[src/rtl/btm_pkg.sv]
// Package: command and status codes, datapath operations, link types and the melody ROM.
`timescale 1ns / 1ps

package btm_pkg;

	localparam int CMD_W = 3;
	localparam logic [CMD_W-1:0] CMD_TICK      = 3'd0;
	localparam logic [CMD_W-1:0] CMD_BEEP      = 3'd1;
	localparam logic [CMD_W-1:0] CMD_PLAY      = 3'd2;
	localparam logic [CMD_W-1:0] CMD_STOP_BEEP = 3'd3;
	localparam logic [CMD_W-1:0] CMD_STOP_TUNE = 3'd4;

	localparam logic [1:0] ST_OK       = 2'd0;
	localparam logic [1:0] ST_BUSY     = 2'd1;
	localparam logic [1:0] ST_BAD_TUNE = 2'd2;
	localparam logic [1:0] ST_BAD_FREQ = 2'd3;

	localparam logic [1:0] NUM_TUNES = 2'd3;

	// The divider handles 1000 * TICK_MS up to 100000, which needs 17 bits.
	localparam int DIV_W     = 17;
	localparam int DIV_CNT_W = 5;
	localparam int ROM_AW    = 5;

	localparam int OP_W = 4;
	localparam logic [OP_W-1:0] OP_NONE       = 4'd0;
	localparam logic [OP_W-1:0] OP_CAPTURE    = 4'd1;
	localparam logic [OP_W-1:0] OP_TICK_BEEP  = 4'd2;
	localparam logic [OP_W-1:0] OP_TICK_TUNE  = 4'd3;
	localparam logic [OP_W-1:0] OP_SAVE_MS    = 4'd5;
	localparam logic [OP_W-1:0] OP_DIV_HP     = 4'd6;
	localparam logic [OP_W-1:0] OP_SAVE_HP    = 4'd7;
	localparam logic [OP_W-1:0] OP_DIV_TG     = 4'd8;
	localparam logic [OP_W-1:0] OP_COMMIT     = 4'd9;
	localparam logic [OP_W-1:0] OP_ADVANCE    = 4'd10;
	localparam logic [OP_W-1:0] OP_PLAY       = 4'd11;
	localparam logic [OP_W-1:0] OP_STOP_BEEP  = 4'd12;
	localparam logic [OP_W-1:0] OP_STOP_TUNE  = 4'd13;
	localparam logic [OP_W-1:0] OP_SET_STATUS = 4'd14;

	typedef struct packed {
		logic [OP_W-1:0] op;
		logic [1:0]      code;
		logic            out_load;
	} dp_cmd_t;

	typedef struct packed {
		logic [CMD_W-1:0] item_cmd;
		logic             sel_bad;
		logic             div_done;
		logic             toggles_nz;
		logic             freq_zero;
		logic             hp_zero;
		logic             note_go;
	} dp_stat_t;

	function automatic logic [15:0] note_hz(input logic [ROM_AW-1:0] a);
		logic [15:0] r;
		case (a)
			5'd0:    r = 16'd300;
			5'd1:    r = 16'd500;
			5'd2:    r = 16'd300;
			5'd3:    r = 16'd200;
			5'd4:    r = 16'd500;
			5'd5:    r = 16'd300;
			5'd6:    r = 16'd200;
			5'd7:    r = 16'd300;
			5'd8:    r = 16'd200;
			5'd9:    r = 16'd500;
			5'd10:   r = 16'd200;
			5'd11:   r = 16'd600;
			5'd12:   r = 16'd500;
			5'd13:   r = 16'd100;
			5'd14:   r = 16'd300;
			5'd15:   r = 16'd150;
			5'd16:   r = 16'd450;
			5'd17:   r = 16'd500;
			5'd18:   r = 16'd250;
			default: r = 16'd0;
		endcase
		return r;
	endfunction

	function automatic logic [15:0] note_ms(input logic [ROM_AW-1:0] a);
		logic [15:0] r;
		case (a)
			5'd0:    r = 16'd500;
			5'd1:    r = 16'd200;
			5'd2:    r = 16'd100;
			5'd3:    r = 16'd300;
			5'd4:    r = 16'd400;
			5'd5:    r = 16'd100;
			5'd6:    r = 16'd300;
			5'd7:    r = 16'd100;
			5'd8:    r = 16'd300;
			5'd9:    r = 16'd400;
			5'd10:   r = 16'd100;
			5'd11:   r = 16'd100;
			5'd12:   r = 16'd50;
			5'd13:   r = 16'd100;
			5'd14:   r = 16'd50;
			5'd15:   r = 16'd50;
			5'd16:   r = 16'd50;
			5'd17:   r = 16'd50;
			5'd18:   r = 16'd200;
			default: r = 16'd0;
		endcase
		return r;
	endfunction

	function automatic logic [ROM_AW-1:0] tune_base(input logic [1:0] t);
		logic [ROM_AW-1:0] r;
		case (t)
			2'd1:    r = 5'd10;
			2'd2:    r = 5'd12;
			default: r = 5'd0;
		endcase
		return r;
	endfunction

	function automatic logic [3:0] tune_len(input logic [1:0] t);
		logic [3:0] r;
		case (t)
			2'd0:    r = 4'd10;
			2'd1:    r = 4'd2;
			2'd2:    r = 4'd7;
			default: r = 4'd0;
		endcase
		return r;
	endfunction

endpackage

[src/rtl/btm_ctrl.sv]
// Controller state machine: sequences each command word through the datapath.
`timescale 1ns / 1ps

module btm_ctrl
	import btm_pkg::*;
(
	input  logic     clk,
	input  logic     arst_n,
	input  logic     in_valid,
	output logic     in_ready,
	output logic     out_valid,
	input  logic     out_ready,
	input  dp_stat_t stat,
	output dp_cmd_t  dp_cmd
);

	localparam logic [3:0] S_IDLE      = 4'd0;
	localparam logic [3:0] S_DISPATCH  = 4'd1;
	localparam logic [3:0] S_TICK_TUNE = 4'd2;
	localparam logic [3:0] S_NOTE_MS   = 4'd3;
	localparam logic [3:0] S_CHECK     = 4'd5;
	localparam logic [3:0] S_WAIT_HP   = 4'd6;
	localparam logic [3:0] S_CHECK_HP  = 4'd7;
	localparam logic [3:0] S_WAIT_TG   = 4'd8;
	localparam logic [3:0] S_ADV       = 4'd9;
	localparam logic [3:0] S_RESP      = 4'd10;

	logic [3:0] state_q, state_d;
	logic       from_tune_q, from_tune_d;
	logic       out_valid_q;
	logic [3:0] beep_end;

	// A beep started by the melody goes on to advance the note pointer.
	assign beep_end  = from_tune_q ? S_ADV : S_RESP;
	assign in_ready  = (state_q == S_IDLE);
	assign out_valid = out_valid_q;

	always_comb begin
		state_d     = state_q;
		from_tune_d = from_tune_q;
		dp_cmd      = '{op: OP_NONE, code: ST_OK, out_load: 1'b0};
		case (state_q)
			S_IDLE: begin
				if (in_valid) begin
					dp_cmd.op = OP_CAPTURE;
					state_d   = S_DISPATCH;
				end
			end
			S_DISPATCH: begin
				state_d = S_RESP;
				case (stat.item_cmd)
					CMD_TICK: begin
						dp_cmd.op = OP_TICK_BEEP;
						state_d   = S_TICK_TUNE;
					end
					CMD_BEEP: begin
						dp_cmd.op   = OP_SAVE_MS;
						from_tune_d = 1'b0;
						state_d     = S_CHECK;
					end
					CMD_PLAY: begin
						if (stat.sel_bad) begin
							dp_cmd.op   = OP_SET_STATUS;
							dp_cmd.code = ST_BAD_TUNE;
						end else begin
							dp_cmd.op = OP_PLAY;
						end
					end
					CMD_STOP_BEEP: dp_cmd.op = OP_STOP_BEEP;
					CMD_STOP_TUNE: dp_cmd.op = OP_STOP_TUNE;
					default:       dp_cmd.op = OP_NONE;
				endcase
			end
			S_TICK_TUNE: begin
				dp_cmd.op = OP_TICK_TUNE;
				if (stat.note_go) begin
					from_tune_d = 1'b1;
					state_d     = S_NOTE_MS;
				end else begin
					state_d = S_RESP;
				end
			end
			S_NOTE_MS: begin
				dp_cmd.op = OP_SAVE_MS;
				state_d   = S_CHECK;
			end
			S_CHECK: begin
				if (stat.toggles_nz || stat.freq_zero) begin
					// A refused note beep leaves the tick status at ok.
					if (!from_tune_q) begin
						dp_cmd.op   = OP_SET_STATUS;
						dp_cmd.code = stat.toggles_nz ? ST_BUSY : ST_BAD_FREQ;
					end
					state_d = beep_end;
				end else begin
					dp_cmd.op = OP_DIV_HP;
					state_d   = S_WAIT_HP;
				end
			end
			S_WAIT_HP: begin
				if (stat.div_done) begin
					dp_cmd.op = OP_SAVE_HP;
					state_d   = S_CHECK_HP;
				end
			end
			S_CHECK_HP: begin
				if (stat.hp_zero) begin
					if (!from_tune_q) begin
						dp_cmd.op   = OP_SET_STATUS;
						dp_cmd.code = ST_BAD_FREQ;
					end
					state_d = beep_end;
				end else begin
					dp_cmd.op = OP_DIV_TG;
					state_d   = S_WAIT_TG;
				end
			end
			S_WAIT_TG: begin
				if (stat.div_done) begin
					dp_cmd.op = OP_COMMIT;
					state_d   = beep_end;
				end
			end
			S_ADV: begin
				dp_cmd.op = OP_ADVANCE;
				state_d   = S_RESP;
			end
			S_RESP: begin
				if (!out_valid_q || out_ready) begin
					dp_cmd.out_load = 1'b1;
					state_d         = S_IDLE;
				end
			end
			default: state_d = S_IDLE;
		endcase
	end

	always_ff @(posedge clk or negedge arst_n) begin
		if (!arst_n) begin
			state_q     <= S_IDLE;
			from_tune_q <= 1'b0;
			out_valid_q <= 1'b0;
		end else begin
			state_q     <= state_d;
			from_tune_q <= from_tune_d;
			if (dp_cmd.out_load) begin
				out_valid_q <= 1'b1;
			end else if (out_ready) begin
				out_valid_q <= 1'b0;
			end
		end
	end

endmodule

[src/rtl/btm_dp.sv]
// Datapath: buzzer and timer state, melody ROM lookup, serial divider and result register.
`timescale 1ns / 1ps

module btm_dp
	import btm_pkg::*;
#(
	parameter int TICK_MS = 10
) (
	input  logic        clk,
	input  logic        arst_n,
	input  logic [2:0]  cmd,
	input  logic [15:0] tone_frequency,
	input  logic [15:0] duration_ms,
	input  logic [1:0]  tune_select,
	input  dp_cmd_t     dp_cmd,
	output dp_stat_t    stat,
	output logic        buzzer_level,
	output logic [1:0]  status,
	output logic        beep_running,
	output logic        tune_running
);

	localparam logic [DIV_W-1:0] HP_NUM = DIV_W'(1000 * TICK_MS);

	// Duration in ticks by reciprocal multiplication; with a 23-bit shift the rounded-up
	// reciprocal gives the exact quotient for every 16-bit duration and TICK_MS up to 100.
	localparam int          MS_SHIFT = 23;
	localparam logic [23:0] MS_RECIP = 24'((2**MS_SHIFT + TICK_MS - 1) / TICK_MS);

	// Captured word and beep operands.
	logic [CMD_W-1:0] item_cmd_q;
	logic [1:0]       item_sel_q;
	logic [15:0]      op_freq_q;
	logic [15:0]      op_ms_q;
	logic [15:0]      ms_ticks_q;
	logic [15:0]      new_hp_q;
	logic [1:0]       status_q;

	// Buzzer and timer state.
	logic        pin_q;
	logic [15:0] half_period_q;
	logic [15:0] toggles_q;
	logic [15:0] beep_timer_q;
	logic        beep_armed_q;
	logic [1:0]  tune_q;
	logic [3:0]  note_idx_q;
	logic [15:0] tune_timer_q;
	logic        tune_armed_q;

	// Restoring divider, one quotient bit per cycle.
	logic [DIV_W-1:0]     div_quo_q;
	logic [15:0]          div_rem_q;
	logic [15:0]          div_den_q;
	logic [DIV_CNT_W-1:0] div_cnt_q;
	logic [16:0]          div_trial;
	logic                 div_ge;
	logic [16:0]          div_diff;

	// Result register.
	logic       lvl_q;
	logic [1:0] res_status_q;
	logic       beep_run_q;
	logic       tune_run_q;

	logic              note_exists;
	logic [ROM_AW-1:0] rom_addr;
	logic [4:0]        idx_next;
	logic [39:0]       ms_prod;

	assign div_trial = {div_rem_q, div_quo_q[DIV_W-1]};
	assign div_ge    = (div_trial >= {1'b0, div_den_q});
	assign div_diff  = div_trial - {1'b0, div_den_q};

	assign ms_prod = 40'(op_ms_q) * 40'(MS_RECIP);

	assign note_exists = (note_idx_q < tune_len(tune_q));
	assign rom_addr    = tune_base(tune_q) + ROM_AW'(note_idx_q);
	assign idx_next    = {1'b0, note_idx_q} + 5'd1;

	assign stat.item_cmd   = item_cmd_q;
	assign stat.sel_bad    = (item_sel_q >= NUM_TUNES);
	assign stat.div_done   = (div_cnt_q == '0);
	assign stat.toggles_nz = (toggles_q != 16'd0);
	assign stat.freq_zero  = (op_freq_q == 16'd0);
	assign stat.hp_zero    = (new_hp_q == 16'd0);
	assign stat.note_go    = tune_armed_q && (tune_timer_q == 16'd0) && note_exists;

	assign buzzer_level = lvl_q;
	assign status       = res_status_q;
	assign beep_running = beep_run_q;
	assign tune_running = tune_run_q;

	// Operands and the result word carry no reset.
	always_ff @(posedge clk) begin
		case (dp_cmd.op)
			OP_CAPTURE: begin
				item_cmd_q <= cmd;
				item_sel_q <= tune_select;
				op_freq_q  <= tone_frequency;
				op_ms_q    <= duration_ms;
			end
			OP_TICK_TUNE: begin
				if (stat.note_go) begin
					op_freq_q <= note_hz(rom_addr);
					op_ms_q   <= note_ms(rom_addr);
				end
			end
			OP_SAVE_MS: ms_ticks_q <= ms_prod[MS_SHIFT+15:MS_SHIFT];
			OP_SAVE_HP: new_hp_q <= div_quo_q[DIV_W-1] ? 16'hFFFF : div_quo_q[15:0];
			default: ;
		endcase
		if (dp_cmd.out_load) begin
			lvl_q        <= pin_q;
			res_status_q <= status_q;
			beep_run_q   <= beep_armed_q;
			tune_run_q   <= tune_armed_q;
		end
	end

	always_ff @(posedge clk or negedge arst_n) begin
		if (!arst_n) begin
			pin_q         <= 1'b1;
			half_period_q <= '0;
			toggles_q     <= '0;
			beep_timer_q  <= '0;
			beep_armed_q  <= 1'b0;
			tune_q        <= '0;
			note_idx_q    <= '0;
			tune_timer_q  <= '0;
			tune_armed_q  <= 1'b0;
			status_q      <= ST_OK;
			div_quo_q     <= '0;
			div_rem_q     <= '0;
			div_den_q     <= '0;
			div_cnt_q     <= '0;
		end else begin
			if (div_cnt_q != '0) begin
				div_quo_q <= {div_quo_q[DIV_W-2:0], div_ge};
				div_rem_q <= div_ge ? div_diff[15:0] : div_trial[15:0];
				div_cnt_q <= div_cnt_q - DIV_CNT_W'(1);
			end
			case (dp_cmd.op)
				OP_CAPTURE: status_q <= ST_OK;
				OP_SET_STATUS: status_q <= dp_cmd.code;
				OP_TICK_BEEP: begin
					if (beep_armed_q) begin
						if (beep_timer_q != 16'd0) begin
							beep_timer_q <= beep_timer_q - 16'd1;
						end else if (toggles_q == 16'd0) begin
							pin_q        <= 1'b0;
							beep_armed_q <= 1'b0;
						end else begin
							toggles_q    <= toggles_q - 16'd1;
							pin_q        <= ~pin_q;
							beep_timer_q <= half_period_q;
						end
					end
				end
				OP_TICK_TUNE: begin
					if (tune_armed_q) begin
						if (tune_timer_q != 16'd0) begin
							tune_timer_q <= tune_timer_q - 16'd1;
						end else begin
							tune_armed_q <= 1'b0;
						end
					end
				end
				OP_DIV_HP: begin
					div_quo_q <= HP_NUM;
					div_rem_q <= '0;
					div_den_q <= op_freq_q;
					div_cnt_q <= DIV_CNT_W'(DIV_W);
				end
				OP_DIV_TG: begin
					div_quo_q <= {1'b0, ms_ticks_q};
					div_rem_q <= '0;
					div_den_q <= new_hp_q;
					div_cnt_q <= DIV_CNT_W'(DIV_W);
				end
				OP_COMMIT: begin
					half_period_q <= new_hp_q;
					toggles_q     <= div_quo_q[15:0];
					pin_q         <= 1'b1;
					beep_timer_q  <= new_hp_q;
					beep_armed_q  <= 1'b1;
				end
				OP_ADVANCE: begin
					note_idx_q <= idx_next[3:0];
					if (idx_next < {1'b0, tune_len(tune_q)}) begin
						tune_timer_q <= ms_ticks_q;
						tune_armed_q <= 1'b1;
					end
				end
				OP_PLAY: begin
					tune_q       <= item_sel_q;
					note_idx_q   <= '0;
					tune_timer_q <= '0;
					tune_armed_q <= 1'b1;
				end
				OP_STOP_BEEP: begin
					toggles_q    <= '0;
					beep_armed_q <= 1'b0;
				end
				OP_STOP_TUNE: tune_armed_q <= 1'b0;
				default: ;
			endcase
		end
	end

endmodule

[src/rtl/buzzer_tone_and_melody_player.sv]
// Top level of the buzzer tone and melody player: controller plus datapath.
`timescale 1ns / 1ps
// Path to the registered result: stop, play and ignored words go from dispatch to the result,
// a tick that starts no note or a beep refused at once passes one more state, a half period
// of zero runs the 17-step divider once, and a started beep or melody note runs it twice.
// Throughput: one word at a time; the next word is accepted once the result is registered.
// Reset (arst_n low, asynchronous): pin level high, all timers disarmed, counts and tune zero.

module buzzer_tone_and_melody_player
	import btm_pkg::*;
#(
	parameter int TICK_MS = 10
) (
	input  logic        clk,
	input  logic        arst_n,
	input  logic        in_valid,
	output logic        in_ready,
	input  logic [2:0]  cmd,
	input  logic [15:0] tone_frequency,
	input  logic [15:0] duration_ms,
	input  logic [1:0]  tune_select,
	output logic        out_valid,
	input  logic        out_ready,
	output logic        buzzer_level,
	output logic [1:0]  status,
	output logic        beep_running,
	output logic        tune_running
);

	// The controller decides, one operation per cycle, what the datapath does with the
	// captured word. The datapath reports back only the flags that steer the sequence.
	dp_cmd_t  dp_cmd;
	dp_stat_t dp_stat;

	// Controller. A tick first serves the beep timer, then the melody timer; when the melody
	// timer expires on a note it runs the same beep sequence as a beep word, and afterwards
	// moves the note pointer and, if another note follows, reloads the melody timer. The
	// result word sits in an output register, so a new word can be accepted while it waits to be taken.
	btm_ctrl u_ctrl (
		.clk       (clk),
		.arst_n    (arst_n),
		.in_valid  (in_valid),
		.in_ready  (in_ready),
		.out_valid (out_valid),
		.out_ready (out_ready),
		.stat      (dp_stat),
		.dp_cmd    (dp_cmd)
	);

	// Datapath. The half period is 1000 * TICK_MS / frequency, saturated to 16 bits, and
	// the toggle count is (duration / TICK_MS) / half period. A zero frequency or a zero
	// half period is caught before it reaches the divider as a divisor.
	btm_dp #(
		.TICK_MS (TICK_MS)
	) u_dp (
		.clk            (clk),
		.arst_n         (arst_n),
		.cmd            (cmd),
		.tone_frequency (tone_frequency),
		.duration_ms    (duration_ms),
		.tune_select    (tune_select),
		.dp_cmd         (dp_cmd),
		.stat           (dp_stat),
		.buzzer_level   (buzzer_level),
		.status         (status),
		.beep_running   (beep_running),
		.tune_running   (tune_running)
	);

endmodule

[config.mk]
export PLATFORM = sky130hd
export DESIGN_NAME = buzzer_tone_and_melody_player
export DESIGN_NICKNAME = d
export VERILOG_FILES = /design/src/rtl/btm_pkg.sv /design/src/rtl/btm_ctrl.sv /design/src/rtl/btm_dp.sv /design/src/rtl/buzzer_tone_and_melody_player.sv
export SDC_FILE = /design/constraint.sdc
export NUM_CORES = 1
export LEC_CHECK = 0
export ABC_CLOCK_PERIOD_IN_PS = 9320
export BUFFER_PORTS_ARGS = -buffer_cell sky130_fd_sc_hd__buf_2
export CAP_MARGIN = 20
export CELL_PAD_IN_SITES_DETAIL_PLACEMENT = 1
export CELL_PAD_IN_SITES_GLOBAL_PLACEMENT = 1
export CORE_MARGIN = 5
export CORE_UTILIZATION = 40
export CTS_CLUSTER_SIZE = 16
export DETAILED_ROUTE_END_ITERATION = 8
export PLACE_DENSITY = 0.73
export SLEW_MARGIN = 5
export SYNTH_ARGS = -nofsm -noshare
export SYNTH_HDL_FRONTEND = slang
export SYNTH_SLANG_ARGS = --single-unit
[constraint.sdc]
create_clock -name clk -period 9.32 [get_ports clk]
set_clock_uncertainty 0.1 [all_clocks]
set_input_delay 2.33 -clock clk [delete_from_list [all_inputs] [get_ports clk]]
set_output_delay 2.33 -clock clk [all_outputs]
set_load 0.05 [all_outputs]
Word-level counts from Yosys, hierarchy flattened
Memories as Yosys holds them, arrays and structs flattened.
Index checks and enable logic that the tools add are counted.
Storage, ports and cells
  register bits: 206
  bits in read-only memories: 544
  input bits: 41
  output and inout bits: 7
  word-level logic and storage cells: 196
  memories kept: 2
Operators by class
  $add $sub $neg: 7
  multiply operators: 1
  magnitude comparators: 4
  equal/unequal tests: 42
  multiplexer cells: 74
  bitwise gates (word level): 1
  reduce and logical (&&, ||, !) cells: 38
Memory list
  (no name shown): words 32, bits a word 9, read ports 1, clocked after memory_dff 0, wr ports 0, line btm_pkg.sv:59  | case (a)
  (no name shown): words 32, bits a word 8, read ports 1, clocked after memory_dff 0, wr ports 0, line btm_pkg.sv:86  | case (a)
Operators by type and width (count)
  $mux W16: 14
  $pmux W16 S2: 4
  $pmux W16 S3: 2
  $logic_not A16 Y1: 4
  $reduce_bool A16 Y1: 3
  $sub A16 B1 Y16 const B: 3
  $mux W4: 11
  $eq A4 B4 Y1 const B: 10
  $pmux W4 S10: 1
  $mul A16 B20 Y36 const B: 1
  $pmux W4 S9: 1
  $pmux W17 S2: 1
  $eq A4 B3 Y1 const B: 6
  $pmux W4 S2: 3
  $pmux W4 S5: 1
  $ge A17 B16 Y1: 1
  $mux W17: 1
  $eq A4 B2 Y1 const B: 4
  $mux W1: 16
  $ne A2 B2 Y1 const B: 8
  $reduce_bool A2 Y1: 8
  $sub A16 B16 Y16: 1
  $mux W2: 6
  $mux W6: 2
  37 further kinds: 55

Logic depth before layout (Yosys ltp)
Gate-level depths: netlist of the first run.
  depth in word-level cells: 10
  mapped depth: 21

Hierarchy
From an unflattened synthesis of the first run, not the netlist that was laid out.
Second synthesis, totals
  cell total of the unflattened synthesis: 1809
  area, all modules: 16383.2 sq um
By module, submodules not included
  btm_dp: instances 1, cells each 1701, area an instance 15592.5 sq um
  btm_ctrl: instances 1, cells each 108, area an instance 790.8 sq um

Worst setup path before layout of the first run
No wires, ideal clock.
  path type: reg-to-reg
  from: register u_dp.op_ms_q[5]
  to: register u_dp.ms_ticks_q[12], data pin
  setup time: 260 ps
  data arrival time: 5060 ps
  slack: 3900 ps
  cell stages (with the launch flop): 20
  period minus slack after synthesis: 5420 ps
  cell sequence: edfxtp_1 > inv_1 > ha_1 > fa_1 > inv_1 > fa_1 > inv_1 > fa_1 > fa_1 > fa_1 > inv_1 > ha_1 > nand3_1 > nor3_1 > a21o_1 > nor4bb_1 > o21ai_0 > a31oi_1 > o21bai_1 > xnor2_1
On the way
  word-level cells in the longest chain between the ends: 1
Ends and longest elaborated chain
  start: declaration: line btm_dp.sv:34  | logic [15:0] op_ms_q;
  start signal: assignment: line btm_dp.sv:100  | op_ms_q <= duration_ms;
  start signal: assignment: line btm_dp.sv:105  | op_ms_q <= note_ms(rom_addr);
  $mul A16 B20 Y36: line btm_dp.sv:74  | assign ms_prod = 40'(op_ms_q) * 40'(MS_RECIP);
  via u_dp.ms_prod[35]: line btm_dp.sv:68  | logic [39:0] ms_prod;
  end signal: assignment: line btm_dp.sv:108  | OP_SAVE_MS: ms_ticks_q <= ms_prod[MS_SHIFT+15:MS_SHIFT];
  end: declaration: line btm_dp.sv:35  | logic [15:0] ms_ticks_q;
The timed path passes the listed nets, and every way through them passes these cells.
A chain may end at the register's enable or synchronous reset.

Worst setup path after layout of the first run
Ends and elaborated chain as after synthesis.

==> key figures, run 1 <==
Worst setup path
  – CP arrival: 6.44 ns
  – Worst R2R Setup Slack: 3.09 ns
  – Max incr delay on CP: 0.68 ns
  – RR Startpoint: u_dp.op_ms_q[5]
  – Reg2reg end: u_dp.ms_ticks_q[12]
  – CP Buf/Inv Count: 4
  – Crit-path cells: inv_1 > ha_1 > fa_1 > inv_1 > ha_1 > ha_1 > inv_1 > fa_1 > fa_1 > inv_1 > ha_1 > a2111oi_0 > o21ai_0 > o2111ai_1 > nor4bb_1 > o21ai_0 > a31oi_1 > o21bai_1 > xnor2_1
  – Endpoint class of the critical path: flop
  – Reg2reg path depth: 19
  – CP max-delay cell: nor4bb_1
  – CP delay by family, top: adder cells
  – Crit-path max FO: 4
  – Worst setup path class: flop to flop
  – Critical Path Start Type: flop
  – Worst EP required: 9.53 ns

Clock network
  – CTS max path bufs: 3
  – CTS clk-pin slew, worst paths: 0.06 ns
  – Hold_buf cts: 0
  – Clk sinks: 206
  – Htree depth: 1
  – Inserted Clock Buffers: 27
  – Root buf cell: clkbuf_16
  – Post-CTS sizing: 0
  – Post-CTS setup buffer count: 0
  – Clock Latency Late Sink: 0.58 ns
  – CTS tree: built

Floorplan
  – Die Width: 209 µm
  – Starting Density: 40.6%
  – Die area: 43600 µm²
  – Die height: 209 µm
  – Core box area: 38900 µm²
  – I/O pins: 48
  – Rows: 72

Timing
  – Final period util: 66.8%
  – Measured slew at the worst slew-check pin: 1.06 ns
  – Fmax: 0.161 GHz
  – TNS Setup: 0 ns
  – Fin. Hold Viols: 0
  – Relative slew slack: 29.0%
  – Unrepaired setup endpoints after global routing: no
  – Final worst path period need: 6.23 ns
  – Max-slew violation count: 0
  – Setup violators final: 0

Global route
  – Pin count of the biggest net entering global routing: 71
  – Antenna violations before repair: 0
  – First-pass GRT wire length: 73000 µm
  – Total track usage: 20.5%
  – Grt ovf: 0
  – Vias in the first global route: 13336

Flow run
  – Max-cap violation count: 0

Placed design
  – Input/output buffers: 47
  – Final Wtd Congestion: 0.886
  – Dpl hpwl: 34300 µm

Logic synthesis
  – Synth Net Count: 1953
  – Post-synthesis instance area: 15800 µm²
  – Post-synthesis sequential area ratio: 34.9%
  – Yosys reg bits: 206
  – YS warnings: 0
  – Asr flop ratio synth: 65.5%
  – Main synth FF type: dfrtp_1
  – Synth Instances: 1665
  – EDFF count, synth: 71
  – Post-synthesis cell type count: 89
  – Avg Cell Area, Syn: 9.49 µm²

Detailed routing
  – Vias: 12476
  – Drt drc: 0
  – First-pass detailed-route iteration total: 5
  – Drt wl/cell: 20.1 µm
  – Routed Antenna Nets: 0
  – Detailed Route WL: 44900 µm
  – DRT iter0 DRCs: 702
  – Vias/cell: 5.57

Hold path
  – Hold EP: u_dp.status[0]
  – Worst hold start: u_dp.status_q[0]
  – HP Class: flop to flop
  – Worst Hold Depth: 0

Final layout
  – Layout cells sized above 1: 10.4%
  – Synthesis-to-layout area growth: 11.5%
  – Net count reported at finish: 1989
  – N_diodes: 0

Status
  – Status: complete, no violations
-- layout by cell type, fill, tap and decap left out, types with 24 or more instances in the layout --
cell type  Yosys  layout
edfxtp_1      71      71
a211oi_1      25      25
nand2_1      158     158
o21ai_0       84      84
buf_2          7      46
dfrtp_1      134     134
fa_1          79      79
nor2b_1       25      25
a21oi_1       97      97
ha_1         168     168
inv_1        193     193
xnor2_1       26      26
nand3_1       24      24
nor2_1       149     148
clkbuf_16      0      27
mux2i_1       28      28
nor3_1        29      28
-- cell type report --
cell class	count	area, µm²
clock inverter	14	218
fill	4504	21300
clock buffer	36	749
sequential	206	5510
inverter	194	728
tap	518	648
timing repair buffer	64	369
multi-input combinational	1208	9400
-- synth_stat cells, types with 7 or more instances --
master / n / area, µm²
dfrtp_1: 134 / 3350
o21ai_0: 84 / 420
mux2i_1: 28 / 280
o21bai_1: 11 / 82.6
xnor2_1: 26 / 228
xor2_1: 15 / 131
nor4_1: 25 / 156
o21ai_1: 8 / 40.0
or2_2: 22 / 138
a21oi_1: 97 / 485
a31oi_1: 17 / 106
o21a_1: 11 / 82.6
or3_1: 16 / 100
nor4_2: 10 / 125
nand2_1: 158 / 593
nor3_1: 29 / 145
buf_2: 7 / 35.0
nor2b_1: 25 / 156
and3_1: 7 / 43.8
a211oi_1: 25 / 188
a21o_1: 13 / 97.6
nand2b_1: 12 / 75.1
a22oi_1: 19 / 143
edfxtp_1: 71 / 2130
nand4_1: 10 / 62.6
ha_1: 168 / 2100
clkbuf_1: 46 / 173
inv_1: 193 / 724
nor2_1: 149 / 559
fa_1: 79 / 1580
nand3_1: 24 / 120
o22ai_1: 12 / 75.1
-- logic make-up (layout without fill, tap and decap cells) --
| group | Yosys count | count (layout) | share of synthesized area, % |
|---|---|---|---|
| AOI/OAI and AO/OA | 361 | 361 | 14.6 |
| and+or+nand+nor | 530 | 530 | 17.0 |
| muxes | 29 | 29 | 1.84 |
| DFF | 206 | 206 | 34.9 |
| xor gates and xnor gates | 41 | 41 | 2.27 |
| buffers and inverters | 251 | 308 | 6.07 |
| adders and majority gates | 247 | 247 | 23.3 |
-- how the worst max path moves through the flow --
| stage | from | end | slack [ns] | cells past startpoint |
|---|---|---|---|---|
| detailed placement | u_dp.op_ms_q[8] | u_dp.ms_ticks_q[12] | 3.10 | 19 |
| floorplan | u_dp.op_ms_q[5] | u_dp.ms_ticks_q[12] | 3.90 | 19 |
| global placement | u_dp.op_ms_q[5] | u_dp.ms_ticks_q[12] | 3.24 | 19 |
| global route | u_dp.op_ms_q[5] | u_dp.ms_ticks_q[12] | 2.61 | 19 |
| finish | u_dp.op_ms_q[5] | u_dp.ms_ticks_q[12] | 3.09 | 19 |
| CTS | u_dp.op_ms_q[5] | u_dp.ms_ticks_q[12] | 3.09 | 19 |
-- routing by layer --
layer	wire length [µm]	track usage (%)
met5	0	0
met4	1300	5.47
met3	1450	2.58
met2	22400	35.8
met1	19800	26.9
-- metrics by stage --
step           setup WS, ns  util (%)  instances  hold slack [ns]  instance area (µm²)
2_1_floorplan          3.90         -       1665            0.326                15800
3_3_place_gp           3.24      42.8       2190            0.338                16700
3_5_place_dp           3.10      42.8       2190            0.342                16700
4_1_cts                3.09      45.3       2240            0.358                17600
5_1_grt                2.61      45.3       2240            0.376                17600
6_report               3.09      45.3       2240            0.346                17600
-- registers in the layout, summed over array words and instances (netlist names), 2 cells and up --
signal / flops
u_dp.beep_timer_q: 16
u_dp.tune_q: 2
u_dp.div_den_q: 16
u_dp.div_cnt_q: 5
u_dp.status: 2
u_dp.half_period_q: 16
u_dp.status_q: 2
u_dp.note_idx_q: 4
u_dp.item_cmd_q: 3
u_dp.tune_timer_q: 16
u_dp.ms_ticks_q: 13
u_dp.item_sel_q: 2
u_dp.op_freq_q: 16
u_dp.div_rem_q: 16
u_dp.new_hp_q: 16
u_dp.div_quo_q: 17
u_dp.toggles_q: 16
u_dp.op_ms_q: 16
u_ctrl.state_q: 4
Power of run 1 is not shown: default switching activity piles up to over one toggle a cycle in this logic, so the estimate is an artifact.
==> inputs of run 2 (changes only) <==
--- a/config.mk
+++ b/config.mk
@@ -5,7 +5,7 @@
 export SDC_FILE = /design/constraint.sdc
 export NUM_CORES = 1
 export LEC_CHECK = 0
-export ABC_CLOCK_PERIOD_IN_PS = 9320
+export ABC_CLOCK_PERIOD_IN_PS = 5900
 export BUFFER_PORTS_ARGS = -buffer_cell sky130_fd_sc_hd__buf_2
 export CAP_MARGIN = 20
 export CELL_PAD_IN_SITES_DETAIL_PLACEMENT = 1
==> constraint.sdc (replaced) <==
create_clock -name clk -period 5.9 [get_ports clk]
set_clock_uncertainty 0.1 [all_clocks]
set_input_delay 1.475 -clock clk [delete_from_list [all_inputs] [get_ports clk]]
set_output_delay 1.475 -clock clk [all_outputs]
set_load 0.05 [all_outputs]
==> run 2 against run 1 <==
Sequential share of layout area is 0.52 points lower. Critical path depth unchanged. Global-route usage increased by 0.18 points. Fmax grew 7.0%. First-iteration DRC count up 12%. Critical endpoint is now u_dp.ms_ticks_q[3].
==> key figures, run 2 (synthesis results as in run 1) <==
Timing
  – Setup violators final: 0 (unchanged)
  – Final period util: 98.6% (was 66.8%)
  – Relative slew slack: 35.4% (was 29.0%)
  – TNS Setup: 0 ns (unchanged)
  – Final worst path period need: 5.82 ns (was 6.23 ns)
  – Hold slack final: 0.354 ns (was 0.346 ns)
  – Measured slew at the worst slew-check pin: 0.962 ns (was 1.06 ns)
  – Max-slew violation count: 0 (unchanged)
  – Final WS setup: 0.0822 ns (was 3.09 ns)
  – Fmax: 0.172 GHz (was 0.161 GHz)
  – Fin. Hold Viols: 0 (unchanged)

Floorplan
  – Die Width: 209 µm (unchanged)
  – I/O pins: 48 (unchanged)
  – Core box area: 38900 µm² (unchanged)
  – Starting Density: 40.6% (unchanged)
  – Die height: 209 µm (unchanged)
  – Die area: 43600 µm² (unchanged)
  – Rows: 72 (unchanged)

Detailed routing
  – Detailed Route WL: 46700 µm (was 44900 µm)
  – DRT iter0 DRCs: 789 (was 702)
  – Vias: 12649 (was 12476)
  – Vias/cell: 5.60 (was 5.57)
  – Routed Antenna Nets: 0 (unchanged)
  – Drt drc: 0 (unchanged)
  – First-pass detailed-route iteration total: 5 (unchanged)
  – Drt wl/cell: 20.7 µm (was 20.1 µm)

Hold path
  – HP Class: flop to flop (unchanged)
  – Worst hold start: u_dp.status_q[1] (was u_dp.status_q[0])

Global route
  – First-pass GRT wire length: 73800 µm (was 73000 µm)
  – Vias in the first global route: 13530 (was 13336)
  – Total track usage: 20.7% (was 20.5%)
  – Grt ovf: 0 (unchanged)
  – Pin count of the biggest net entering global routing: 66 (was 71)
  – Antenna violations before repair: 0 (unchanged)

Final layout
  – N_diodes: 0 (unchanged)
  – Net count reported at finish: 2011 (was 1989)
  – Biggest register: u_dp.div_quo_q (unchanged)
  – Max reg flops: 17 (unchanged)
  – Most frequent cells in the layout: inv_1 (186), ha_1 (159), nand2_1 (157) (was inv_1 (193), ha_1 (168), nand2_1 (158))
  – Synthesis-to-layout area growth: 13.4% (was 11.5%)
  – Most common cell after layout, fill and taps aside: inv_1 (unchanged)
  – Layout cells sized above 1: 13.0% (was 10.4%)

Worst setup path
  – Endpoint class of the critical path: flop (unchanged)
  – CP arrival: 6.02 ns (was 6.44 ns)
  – Crit path from: u_dp.op_ms_q[11] (was u_dp.op_ms_q[5])
  – Critical Path Start Type: flop (unchanged)
  – Worst setup path class: flop to flop (unchanged)
  – Crit-path max FO: 3 (was 4)
  – Worst EP required: 6.10 ns (was 9.53 ns)
  – RR Startpoint: u_dp.op_ms_q[11] (was u_dp.op_ms_q[5])

Placed design
  – Final Wtd Congestion: 0.881 (was 0.886)
  – Post-placement setup slack: -0.252 ns (was 3.10 ns)
  – Dpl hpwl: 35000 µm (was 34300 µm)
  – Input/output buffers: 47 (unchanged)

Clock network
  – Clk sinks: 206 (unchanged)
  – Inserted Clock Buffers: 25 (was 27)
  – CTS clk-pin slew, worst paths: 0.06 ns (about the same)
  – Htree depth: 1 (unchanged)
  – Clock Latency Late Sink: 0.56 ns (was 0.58 ns)
  – CTS max path bufs: 3 (unchanged)
  – Root buf cell: clkbuf_16 (unchanged)
  – CTS tree: built (unchanged)

Flow run
  – Max-cap violation count: 0 (unchanged)

Status
  – Status: complete, no violations (unchanged)
[run 2: path summary, 6_finish.rpt]
path / cells past startpoint / slack, ns / end
max: 19 / 0.08 / u_dp.ms_ticks_q[3]
min: 0 / 0.35 / u_dp.status[1]
max reg2reg: 19 / 0.08 / u_dp.ms_ticks_q[3]
min reg2reg: 0 / 0.35 / u_dp.status[1]
max in group asynchronous: 2 / 3.82 / u_dp.tune_q[1]
min in group asynchronous: 1 / 0.83 / u_dp.toggles_q[11]
[run 2: critical path: stages, from the launching register on]
cell       delay, ns
edfxtp_1        0.44
buf_4           0.17
ha_1            0.34
fa_2            0.54
fa_1            0.53
inv_1           0.06
fa_1            0.48
fa_2            0.57
inv_1           0.06
fa_1            0.39
ha_1            0.34
nand3_2         0.13
nor4_4          0.31
o2111ai_2       0.19
buf_4           0.17
nand3b_1        0.16
a21o_1          0.19
a21o_1          0.17
a21oi_1         0.09
xnor2_1         0.13
[run 2: metrics by stage]
step	std cells	utilization (%)	instance area (µm²)
3_5_place_dp	2198	43.0	16700
3_3_place_gp	2198	43.0	16700
5_1_grt	2260	46.1	17900
6_report	2260	46.1	17900
4_1_cts	2247	45.3	17600
2_1_floorplan	1665	-	15800
[run 2: what timing repair did]
| action | 4_1_cts | 5_1_grt |
|---|---|---|
| pin swaps | 4 | 19 |
| gates cloned | 0 | 0 |
| setup endpoints to repair | 2 | 10 |
| hold buffers | 0 | 0 |
| buffers inserted | 3 | 12 |
| resized for setup | 3 | 41 |
[run 2: per-layer routing]
metal / vias to the layer above / share of wire (%) / track usage (%)
met5: - / 0 / 0
met4: 0 / 2.6 / 4.73
met3: 73 / 3.6 / 2.23
met2: 263 / 51 / 36.7
met1: 6393 / 43 / 27.2
li1: 5920 / - / -
[run 2: area by class of cell]
class	instances	area, µm²
clock buffer	34	711
clock inverter	12	148
fill	4449	21000
inverter	194	728
multi-input combinational	1208	9610
sequential	206	5510
tap	518	648
timing repair buffer	88	569
Power of run 2 is left out for the same reason.
